### src/sv/usphm_pkg.sv
// Shared constants and helpers for the uniform sphere / hemisphere mapper.
// No dependencies; used by usphm_sqrt_steps, the mapper and the testbench.
`default_nettype none

package usphm_pkg;

  // Default output fraction bits (Q1.14).
  localparam int FRAC_BITS_DEF = 14;

  // 2*pi in Q3.30 and the Taylor coefficients in Q1.30.
  localparam logic [32:0] TWO_PI_Q30 = 33'd6746518852;
  localparam logic [30:0] Q30_ONE    = 31'd1073741824;
  localparam logic [30:0] HALF_Q30   = 31'd536870912;
  localparam logic [30:0] INV6       = 31'd178956971;
  localparam logic [30:0] INV24      = 31'd44739243;
  localparam logic [30:0] INV120     = 31'd8947849;
  localparam logic [30:0] INV720     = 31'd1491308;
  localparam logic [30:0] INV5040    = 31'd213044;
  localparam logic [30:0] INV40320   = 31'd26631;

  // Square root datapath width (radicand up to 2^32).
  localparam int SQW = 34;

  // Q1.30 product, truncated.
  function automatic logic [30:0] mul30(input logic [30:0] a, input logic [30:0] b);
    logic [61:0] p;
    p = a * b;
    return p[60:30];
  endfunction

endpackage

`default_nettype wire

### src/sv/usphm_sqrt_steps.sv
// A slice of the digit-by-digit integer square root: STEPS result bits,
// starting at bit weight 4^K_HI. Depends on usphm_pkg.
`default_nettype none

module usphm_sqrt_steps #(
  parameter int K_HI  = 16,
  parameter int STEPS = 4
) (
  input  logic [usphm_pkg::SQW-1:0] n_in,
  input  logic [usphm_pkg::SQW-1:0] root_in,
  output logic [usphm_pkg::SQW-1:0] n_out,
  output logic [usphm_pkg::SQW-1:0] root_out
);

  // Try each bit, subtract when it fits.
  always_comb begin
    logic [usphm_pkg::SQW-1:0] n;
    logic [usphm_pkg::SQW-1:0] root;
    logic [usphm_pkg::SQW-1:0] b;
    logic [usphm_pkg::SQW-1:0] trial;
    n    = n_in;
    root = root_in;
    for (int i = 0; i < STEPS; i++) begin
      b     = usphm_pkg::SQW'(1) << (2 * (K_HI - i));
      trial = root + b;
      if (n >= trial) begin
        n    = n - trial;
        root = (root >> 1) + b;
      end else begin
        root = root >> 1;
      end
    end
    n_out    = n;
    root_out = root;
  end

endmodule

`default_nettype wire

### config.mk
export PLATFORM = sky130hd
export DESIGN_NAME = usphm_sqrt_steps
export DESIGN_NICKNAME = d
export VERILOG_FILES = /design/src/sv/usphm_pkg.sv /design/src/sv/usphm_sqrt_steps.sv
export SDC_FILE = /design/constraint.sdc
export NUM_CORES = 1
export LEC_CHECK = 0
export BUFFER_PORTS_ARGS = -buffer_cell sky130_fd_sc_hd__buf_2
export CORE_MARGIN = 2
export CORE_UTILIZATION = 62
export DETAILED_ROUTE_END_ITERATION = 10
export PLACE_DENSITY = 0.85
export SLEW_MARGIN = 10
export SYNTH_ARGS = -nofsm -noshare
export SYNTH_HDL_FRONTEND = slang
export SYNTH_SLANG_ARGS = --single-unit
### constraint.sdc
create_clock -name vclk -period 28
set_input_delay 7 -clock vclk [all_inputs]
set_output_delay 7 -clock vclk [all_outputs]
set_load 0.02 [all_outputs]
======== Word level (Yosys, flattened, before mapping) ========
Cells that the tools add are included.
word-level totals
  flip-flop bits (word level) ............. 0
  input bits .............................. 68
  output and inout port bits .............. 68
  word-level logic and storage cells ...... 24
cells by class
  add/subtract/negate cells ............... 12
  magnitude comparators ................... 4
  muxes and demuxes ....................... 8
operators by type and width
  operator                                                           number
  34-bit two-way mux                                                 8
  34-bit >= comparator                                               4
  34-bit subtractor                                                  4
  33-bit by 27-bit adder with 34-bit output (second input constant)  1
  33-bit by 29-bit adder with 34-bit output (second input constant)  1
  33-bit by 31-bit adder with 34-bit output (second input constant)  1
  33-bit by 33-bit adder with 34-bit output (second input constant)  1
  34-bit by 27-bit adder with 34-bit output (second input constant)  1
  34-bit by 29-bit adder with 34-bit output (second input constant)  1
  34-bit by 31-bit adder with 34-bit output (second input constant)  1
  34-bit by 33-bit adder with 34-bit output (second input constant)  1

======== Longest topological paths before layout ========
Gate-level depths: netlist of the first run.
  depth in word-level cells ............... 12
  mapped depth ............................ 56
  mapped depth without buffers ............ 50

======== Worst setup path after synthesis of the first run ========
No wires, ideal clock.
  path kind ............................... input to output
  start point ............................. in n_in[0] in the netlist's numbering
  end point ............................... out root_out[31] in the netlist's numbering
  arrival ................................. 16.906 ns
  required time ........................... 21.000 ns
  setup slack ............................. 4.094 ns
  cell stages on the path ................. 45
  path buffers ............................ 4
  cells stage by stage .................... inv_1 > ha_1 > inv_1 > fa_1 > a211oi_2 > o21ai_1 > a2111oi_2 > nor3b_2 > a21oi_2 > o41ai_4 > buf_8 > mux2_2 > ha_1 > and2_1 > a221oi_2 > a311o_1 > a21oi_1 > o21ba_2 > [9 not listed] > a2111oi_0 > nor2_1 > a21bo_2 > clkbuf_1 > mux2_2 > ha_1 > and3_1 > nand3_1 > or2_2 > nor3_1 > o211ai_1 > a31oi_1 > o21ai_0 > and2_1 > clkbuf_1 > nand3b_1 > nor3_1 > xor2_1
on the way
  word-level cells in the longest chain between the ends .. 11
  elaborated cells on any way between the ends .. 20
  those cells by class .................... add/sub (9); order compare (4); mux (7)
ends and longest elaborated chain
  element                                    line                    RTL
  from (decl)                                usphm_sqrt_steps.sv:9   input logic [usphm_pkg::SQW-1:0] n_in,
  34-bit >= comparator                       usphm_sqrt_steps.sv:26  if (n >= trial) begin
  34-bit two-way mux                         usphm_sqrt_steps.sv:26
  34-bit by 31-bit adder with 34-bit output  usphm_sqrt_steps.sv:25  trial = root + b;
  34-bit >= comparator                       usphm_sqrt_steps.sv:26
  34-bit two-way mux                         usphm_sqrt_steps.sv:26
  34-bit by 29-bit adder with 34-bit output  usphm_sqrt_steps.sv:25
  34-bit >= comparator                       usphm_sqrt_steps.sv:26
  34-bit two-way mux                         usphm_sqrt_steps.sv:26
  34-bit by 27-bit adder with 34-bit output  usphm_sqrt_steps.sv:25
  34-bit >= comparator                       usphm_sqrt_steps.sv:26
  34-bit two-way mux (*)                     usphm_sqrt_steps.sv:26
  to (decl)                                  usphm_sqrt_steps.sv:12  output logic [usphm_pkg::SQW-1:0] root_out
Mark *: on every way between the ends. The rest lies on a longest branch, timed or not.

======== Final worst setup path of the first run ========
  start point ............................. in root_in[22] in the netlist's numbering
  end point ............................... out root_out[30] in the netlist's numbering
on the way
  word-level cells in the longest chain between the ends .. 12
  elaborated cells on any way between the ends .. 22
  those cells by class .................... add/sub (11); order compare (4); mux (7)
ends and longest elaborated chain
  element                                    line                    RTL
  from (decl)                                usphm_sqrt_steps.sv:10  input logic [usphm_pkg::SQW-1:0] root_in,
  34-bit by 33-bit adder with 34-bit output  usphm_sqrt_steps.sv:25
  34-bit >= comparator                       usphm_sqrt_steps.sv:26
  34-bit two-way mux                         usphm_sqrt_steps.sv:26
  34-bit by 31-bit adder with 34-bit output  usphm_sqrt_steps.sv:25
  34-bit >= comparator                       usphm_sqrt_steps.sv:26
  34-bit two-way mux                         usphm_sqrt_steps.sv:26
  34-bit by 29-bit adder with 34-bit output  usphm_sqrt_steps.sv:25
  34-bit >= comparator                       usphm_sqrt_steps.sv:26
  34-bit two-way mux                         usphm_sqrt_steps.sv:26
  34-bit by 27-bit adder with 34-bit output  usphm_sqrt_steps.sv:25
  34-bit >= comparator                       usphm_sqrt_steps.sv:26
  34-bit two-way mux (*)                     usphm_sqrt_steps.sv:26
Marks and branches as above.

==> results by group, run 1 <==
STA
  • Peak Freq: 0.0376 GHz
  • Final setup violation count: 0
  • Min Tclk post-route: roughly 27000 ps
  • Tightest Pin Transition: between 900 and 1000 ps
  • Final period utilization: 0.951
  • Setup tns final: 0 ps
  • RSZ-0062 raised after global routing: no
  • Max transition margin: 0.342
  • Final hold violation count: 0
  • Slew Limit Fails: 0

Place
  • DP Wirelength: 25100 um
  • Gpl congestion: 1.00
  • Input/output buffers: 135
  • Dpl cell area: around 0.01 mm2

Route
  • Final antenna-violating net count: 0
  • First-pass iteration count of the detailed router: 6
  • DRC viols: 0
  • Drt initial violations: 1308
  • Vias: 10.8k
  • DR WL/cell: 18.2 um
  • Via/cell ratio: 6.53
  • Final WL: 29900 um

Synthesis
  • Synth Area in Adders: 0.195
  • Mean Syn Cell Area: 7.04 um2
  • Most frequent cell after synthesis: ha_1
  • Largest area contributor in the netlist: ha_1
  • Distinct cells, synth: 84
  • Part of the Yosys area used for sequential elements: 0
  • Ys Warns: 0
  • Top cells by count, synth: ha_1 (143), a21oi_1 (135), nand2_1 (116)
  • Main combinational cell family by area after synthesis: compound AO/OA/AOI/OAI gates
  • Syn nets: 1593
  • Post-synth top area share: 0.184
  • Post-synthesis mux area share: 0.105
  • Simple-gate share of the synthesized area: 0.187
  • Complex-gate fraction of the synthesized area: 0.312
  • XOR/XNOR Fraction of Synth Area: 0.122
  • Top post-synthesis cells by area: ha_1 (18%), mux2_2 (8.8%), xnor2_1 (7.8%)
  • Mapped Area: 0.00970 mm2
  • Cells after Synth: 1377

Die
  • Starting Density: 0.636
  • Area of the die: 0.0167 mm2
  • Die Wd: 129 um
  • Die Y: 129 um
  • IO Pins: roughly 140
  • Core ar.: 0.0153 mm2
  • Core Rows: 45

Global routing
  • First-pass GRT wire length: between 40000 and 50000 um
  • Largest net degree at the start of global routing: 47
  • Initial antenna violation count: 0
  • Overall Global Routing Usage: 0.345
  • Vias in the first global route: about 9.5k
  • GRT Residual Overflow: 0

Run
  • Max Cap Violations: 0

Final layout
  • Multi-input logic area: 0.00892 mm2
  • Nets: approximately 1.7k
  • Post-route cell area: 0.0102 mm2
  • Storage cell area: 0 um2
  • Fin util: 0.671
  • Fillers: 1411
  • FF+latch count: 0
  • Diode count: 0
  • Clock Buffer Count: 0
  • Fraction of layout cells with a size suffix above 1: 0.168
  • Area delta synth->final: 5.57%

Setup path
  • Crit path DAT: between 15000 and 20000 ps
  • Crit path to: root_out[30]
  • Element type at the critical path start: primary input
  • Crit-path max FO: 46
  • Critical Path RT: 21000 ps
  • CP max stage cell: and2_2
  • Crit-path max cell delay: slightly above 800 ps
  • Critical path launch point: root_in[22]
  • CP most frequent cell: ha_1
  • CP endpoint kind: primary output
  • Setup CP Type: primary input to primary output

Clock network
  • Setup repair bufs after CTS: 0
  • Post_cts resized: 0
  • CTS Hold Buffers Added: 0

Outcome
  • Status: completed

Hold path
  • Hold Path Class: primary input to primary output
==> final cells by class <==
cell class | count | area share
repair buffers | 138 | 0.0682
well taps | 211 | 0.0258
inverters | 92 | 0.0345
multi-input cells | 1208 | 0.872
==> through the flow <==
stage,instances,hold WS (ps),setup WS [ps]
after detailed placement,1649,14230,1730
final,1649,14230,1370
after global placement,1649,14230,1980
after global routing,1649,14240,394
after floorplan,1377,14110,4090
after CTS,1649,14230,1670
==> layout by cell type, fill, tap and decap left out, drive strengths merged, types with 7 or more instances in the layout <==
cell type  instances
ha               143
buf              138
a21oi            136
nand2            117
inv               92
nor2              86
xnor2             86
o21ai             80
mux2              77
a21o              69
xor2              49
nand3             39
nand4             25
o21bai            24
nor3              22
a31oi             21
o21a              19
nand2b            16
and3              14
mux2i             14
nor2b             13
a211oi            12
a41oi             10
o31ai             10
nor4               9
o211ai             9
and2               8
a21boi             8
or3                7
and4               7
==> worst min path at each step <==
| stage | from | to | cells past startpoint |
|---|---|---|---|
| 5_1_grt | root_in[9] | root_out[5] | 2 |
| 3_3_place_gp | root_in[4] | root_out[0] | 2 |
| 2_1_floorplan | root_in[4] | root_out[0] | 1 |
| 3_5_place_dp | root_in[9] | root_out[5] | 2 |
| 4_1_cts | root_in[9] | root_out[5] | 2 |
| 6_report | root_in[28] | root_out[24] | 2 |
==> metal layers <==
| layer | part of all wire | up-vias | global-route usage |
|---|---|---|---|
| met5 | 0 | - | 0 |
| met1 | 0.45 | 4890 | 0.517 |
| met4 | 0.032 | 0 | 0.0857 |
| met3 | 0.10 | 65 | 0.0202 |
| li1 | - | 5169 | - |
| met2 | 0.41 | 642 | 0.538 |
==> critical path: cells and delay by family <==
kind                     cells  cell delay [ps]
buffers and inverters        8             1920
XOR/XNOR                     2              340
AND/OR/NAND/NOR             12             3380
adder cells (fa/ha/maj)      6             1880
AO/OA/AOI/OAI               22             4660
multiplexers                 1              370
==> cell families (layout without fill, tap and decap cells) <==
| group | count (synthesis) | in the layout |
|---|---|---|
| compound gates | 457 | 457 |
| xor+xnor | 135 | 135 |
| fa+ha+maj | 148 | 148 |
| buf+inv | 169 | 230 |
| mux | 91 | 91 |
| other cells | 1 | 1 |
| simple gates | 376 | 376 |
Power of run 1 is left out: the tool's default activity adds up to more than one toggle a clock period on the data nets, which glitch-free logic cannot reach.
==> inputs of run 2 (changes only) <==
clock period = 28.8 ns   (was 28 ns; I/O delays follow)
==> run 2 against run 1 <==
Critical path depth is 1 lower. Sequential cell count is the same. Clock-buffer cell count unchanged. Highest routed layer unchanged.
==> results by group, run 2 (synthesis results as in run 1) <==
Outcome
  • Status: completed

Hold path
  • WHS Path Cells: 2
  • Hold Path Class: primary input to primary output
  • Worst hold start: root_in[28]
  • Hold path endpoint: root_out[24]

Final layout
  • Leading cell type in the layout, fill and taps excluded: ha_1
  • Storage cell area: 0 um2
  • Fillers: 1413
  • Post-Layout Cell Count: 1648
  • Diode count: 0
  • Multi-input logic area: 0.00892 mm2
  • Area delta synth->final: 5.50%
  • Nets: 1655
  • Fraction of layout cells with a size suffix above 1: 0.167
  • Highest-count cells in the layout ignoring fill and taps: ha_1 (143), a21oi_1 (135), buf_2 (135)
  • FF+latch count: 0
  • Clock Buffer Count: 0

Place
  • DP Wirelength: 25700 um
  • Gpl congestion: 0.990
  • Input/output buffers: 135
  • Cells after DPL: 1648

Setup path
  • CP max stage cell: a21bo_2
  • CP endpoint kind: primary output
  • Crit-path max cell delay: around 900 ps
  • Critical Path RT: around 22000 ps
  • Setup CP Type: primary input to primary output
  • Element type at the critical path start: primary input
  • Crit-path max FO: 50
  • CP most frequent cell: ha_1
  • Crit path DAT: 19790 ps

STA
  • Final setup violation count: 0
  • RSZ-0062 raised after global routing: no
  • Max transition margin: 0.304
  • Setup tns final: 0 ps
  • Final hold violation count: 0
  • Peak Freq: 0.0370 GHz
  • Final period utilization: 0.937
  • Tightest Pin Transition: 1040 ps
  • Slew Limit Fails: 0
  • Min Tclk post-route: roughly 27000 ps

Route
  • DR WL/cell: ~19 um
  • Drt initial violations: 1311
  • Final WL: 30500 um
  • First-pass iteration count of the detailed router: 6
  • Final antenna-violating net count: 0
  • DRC viols: 0
  • Vias: 10.7k
  • Via/cell ratio: 6.52

Die
  • IO Pins: between 100 and 150
  • Area of the die: 0.0167 mm2
  • Die Y: between 100 and 150 um
  • Core Rows: 45
  • Core ar.: 0.0153 mm2
  • Die Wd: 129 um
  • Starting Density: 0.636

Global routing
  • Largest net degree at the start of global routing: 51
  • GRT Residual Overflow: 0
  • Overall Global Routing Usage: 0.353
  • First-pass GRT wire length: 47900 um
  • Initial antenna violation count: 0
  • Vias in the first global route: 9667

Clock network
  • Post_cts resized: 0
  • Setup repair bufs after CTS: 0
  • CTS Hold Buffers Added: 0

Run
  • Max Cap Violations: 0
## run 2: layout make-up
cell class                      instances  share of cell area
Multi-Input combinational cell       1208               0.872
Tap cell                              211              0.0258
Timing Repair Buffer                  137              0.0675
Inverter                               92              0.0345
## run 2: how the worst max path moves through the flow
stage / from / slack [ps] / endpoint
floorplan: n_in[0] / 4490 / root_out[31]
global placement: n_in[0] / 2370 / root_out[31]
detailed placement: n_in[0] / 2100 / root_out[31]
CTS: root_in[19] / 2050 / root_out[31]
global route: root_in[22] / 930 / root_out[31]
finish: root_in[19] / 1810 / root_out[31]
## run 2: worst max-delay path, delay by kind of cell
family,cells,cell delay [ps]
xor gates and xnor gates,2,340
adders and majority gates,6,1970
AOI/OAI and AO/OA,19,4030
muxes,1,430
buffers and inverters,7,1630
and+or+nand+nor,15,4120
## run 2: per-stage QoR
stage / setup WS [ps] / hold WS (ps) / util / cell area [um2]
after detailed placement: 2100 / 14630 / 0.671 / 10200
after floorplan: 4490 / 14510 / - / 9700
after global placement: 2370 / 14630 / 0.671 / 10200
final: 1810 / 14630 / 0.671 / 10200
after global routing: 926 / 14640 / 0.671 / 10200
after CTS: 2050 / 14630 / 0.671 / 10200
## run 2: layer usage
layer	track usage	part of all wire
met1	0.513	0.44
met2	0.559	0.42
met3	0.0306	0.10
met4	0.0921	0.029
met5	0	0
Power of run 2 is left out for the same reason.
==> inputs of run 3 (changes only) <==
PLACE_DENSITY = unset   (was 0.85)
PLACE_DENSITY_LB_ADDON = 0.3   (was unset)
==> run 3 against run 2 <==
Die area did not move. Sequential share of layout area did not move. Setup slack worse by 35 ps. Utilization barely moved. Via count down 0.82%. Maximum frequency down 0.13%. Non-clock buffer count increased by 1.
==> results by group, run 3 (synthesis results as in run 1) <==
Global routing
  • Initial antenna violation count: 0
  • First-pass GRT wire length: 46000 um
  • Largest net degree at the start of global routing: 51
  • GRT Residual Overflow: 0
  • Vias in the first global route: 9208
  • Overall Global Routing Usage: 0.337

Final layout
  • Area delta synth->final: 5.57%
  • Storage cell area: 0 um2
  • Highest-count cells in the layout ignoring fill and taps: ha_1 (143), a21oi_1 (135), buf_2 (135)
  • Diode count: 0
  • Fraction of layout cells with a size suffix above 1: 0.168
  • Nets: 1656
  • Leading cell type in the layout, fill and taps excluded: ha_1
  • Clock Buffer Count: 0
  • FF+latch count: 0

Clock network
  • Setup repair bufs after CTS: 0
  • Post_cts resized: 0
  • CTS Hold Buffers Added: 0

Place
  • Input/output buffers: ~140
  • DP Wirelength: ~25000 um
  • Gpl congestion: 0.974

Route
  • DRC viols: 0
  • Vias: 10.7k
  • Drt initial violations: 1303
  • First-pass iteration count of the detailed router: 5
  • Final antenna-violating net count: 0
  • Final WL: 29400 um
  • Via/cell ratio: 6.46
  • DR WL/cell: 17.8 um

STA
  • Peak Freq: 0.0370 GHz
  • Slew Limit Fails: 0
  • Final setup violation count: 0
  • Final period utilization: 0.938
  • Min Tclk post-route: 27030 ps
  • Setup tns final: 0 ps
  • Tightest Pin Transition: 953 ps
  • Max transition margin: 0.365
  • RSZ-0062 raised after global routing: no
  • Final hold violation count: 0

Setup path
  • Critical Path RT: about 22000 ps
  • Element type at the critical path start: primary input
  • Number of buffers and inverters on the critical path: 7
  • Delay-heaviest family, CP: simple AND/OR/NAND/NOR gates
  • Number of cells on the critical path: 49
  • Crit-path max cell delay: a little over 600 ps
  • Crit path DAT: 19830 ps
  • CP most frequent cell: ha_1
  • CP endpoint kind: primary output
  • CP max stage cell: a21bo_2
  • Crit-path max FO: 50
  • Setup CP Type: primary input to primary output
  • Critical path launch point: root_in[19]
  • Crit path to: root_out[31]

Hold path
  • Worst hold start: root_in[4]
  • WHS Path Cells: 2
  • Hold Path Class: primary input to primary output

Outcome
  • Status: completed

Die
  • IO Pins: ~140
  • Die Wd: 129 um
  • Die Y: 129 um
  • Core Rows: 45
  • Core ar.: around 0.015 mm2
  • Area of the die: 0.0167 mm2
  • Starting Density: 0.636

Run
  • Max Cap Violations: 0
[run 3: through the flow]
step | cells | hold WS (ps) | area (um2) | setup WS (ps) | utilization
final | 1649 | 14630 | 10200 | 1770 | 0.671
after global routing | 1649 | 14640 | 10200 | 1130 | 0.671
after CTS | 1649 | 14630 | 10200 | 2030 | 0.671
after detailed placement | 1649 | 14630 | 10200 | 2100 | 0.671
after global placement | 1649 | 14630 | 10200 | 2180 | 0.671
after floorplan | 1377 | 14510 | 9700 | 4490 | -
[run 3: final cells by class]
type                            count  area, um2
Timing Repair Buffer              138        698
Tap cell                          211        264
Multi-Input combinational cell   1208       8920
Inverter                           92        353
Fill cell                        1414       5020
[run 3: how the worst min path moves through the flow]
stage	to	slack [ps]
after floorplan	root_out[0]	14510
after global placement	root_out[17]	14630
after detailed placement	root_out[0]	14630
after CTS	root_out[0]	14630
after global routing	root_out[9]	14640
final	root_out[0]	14630
[run 3: metal layers]
layer	up-vias	track usage	routed length [um]	share of wire
met5	-	0	0	0
met4	0	0.0742	857	0.029
met3	57	0.0260	2870	0.098
met2	565	0.524	12200	0.42
met1	4850	0.505	13400	0.46
li1	5185	-	-	-
Power of run 3 is left out for the same reason.
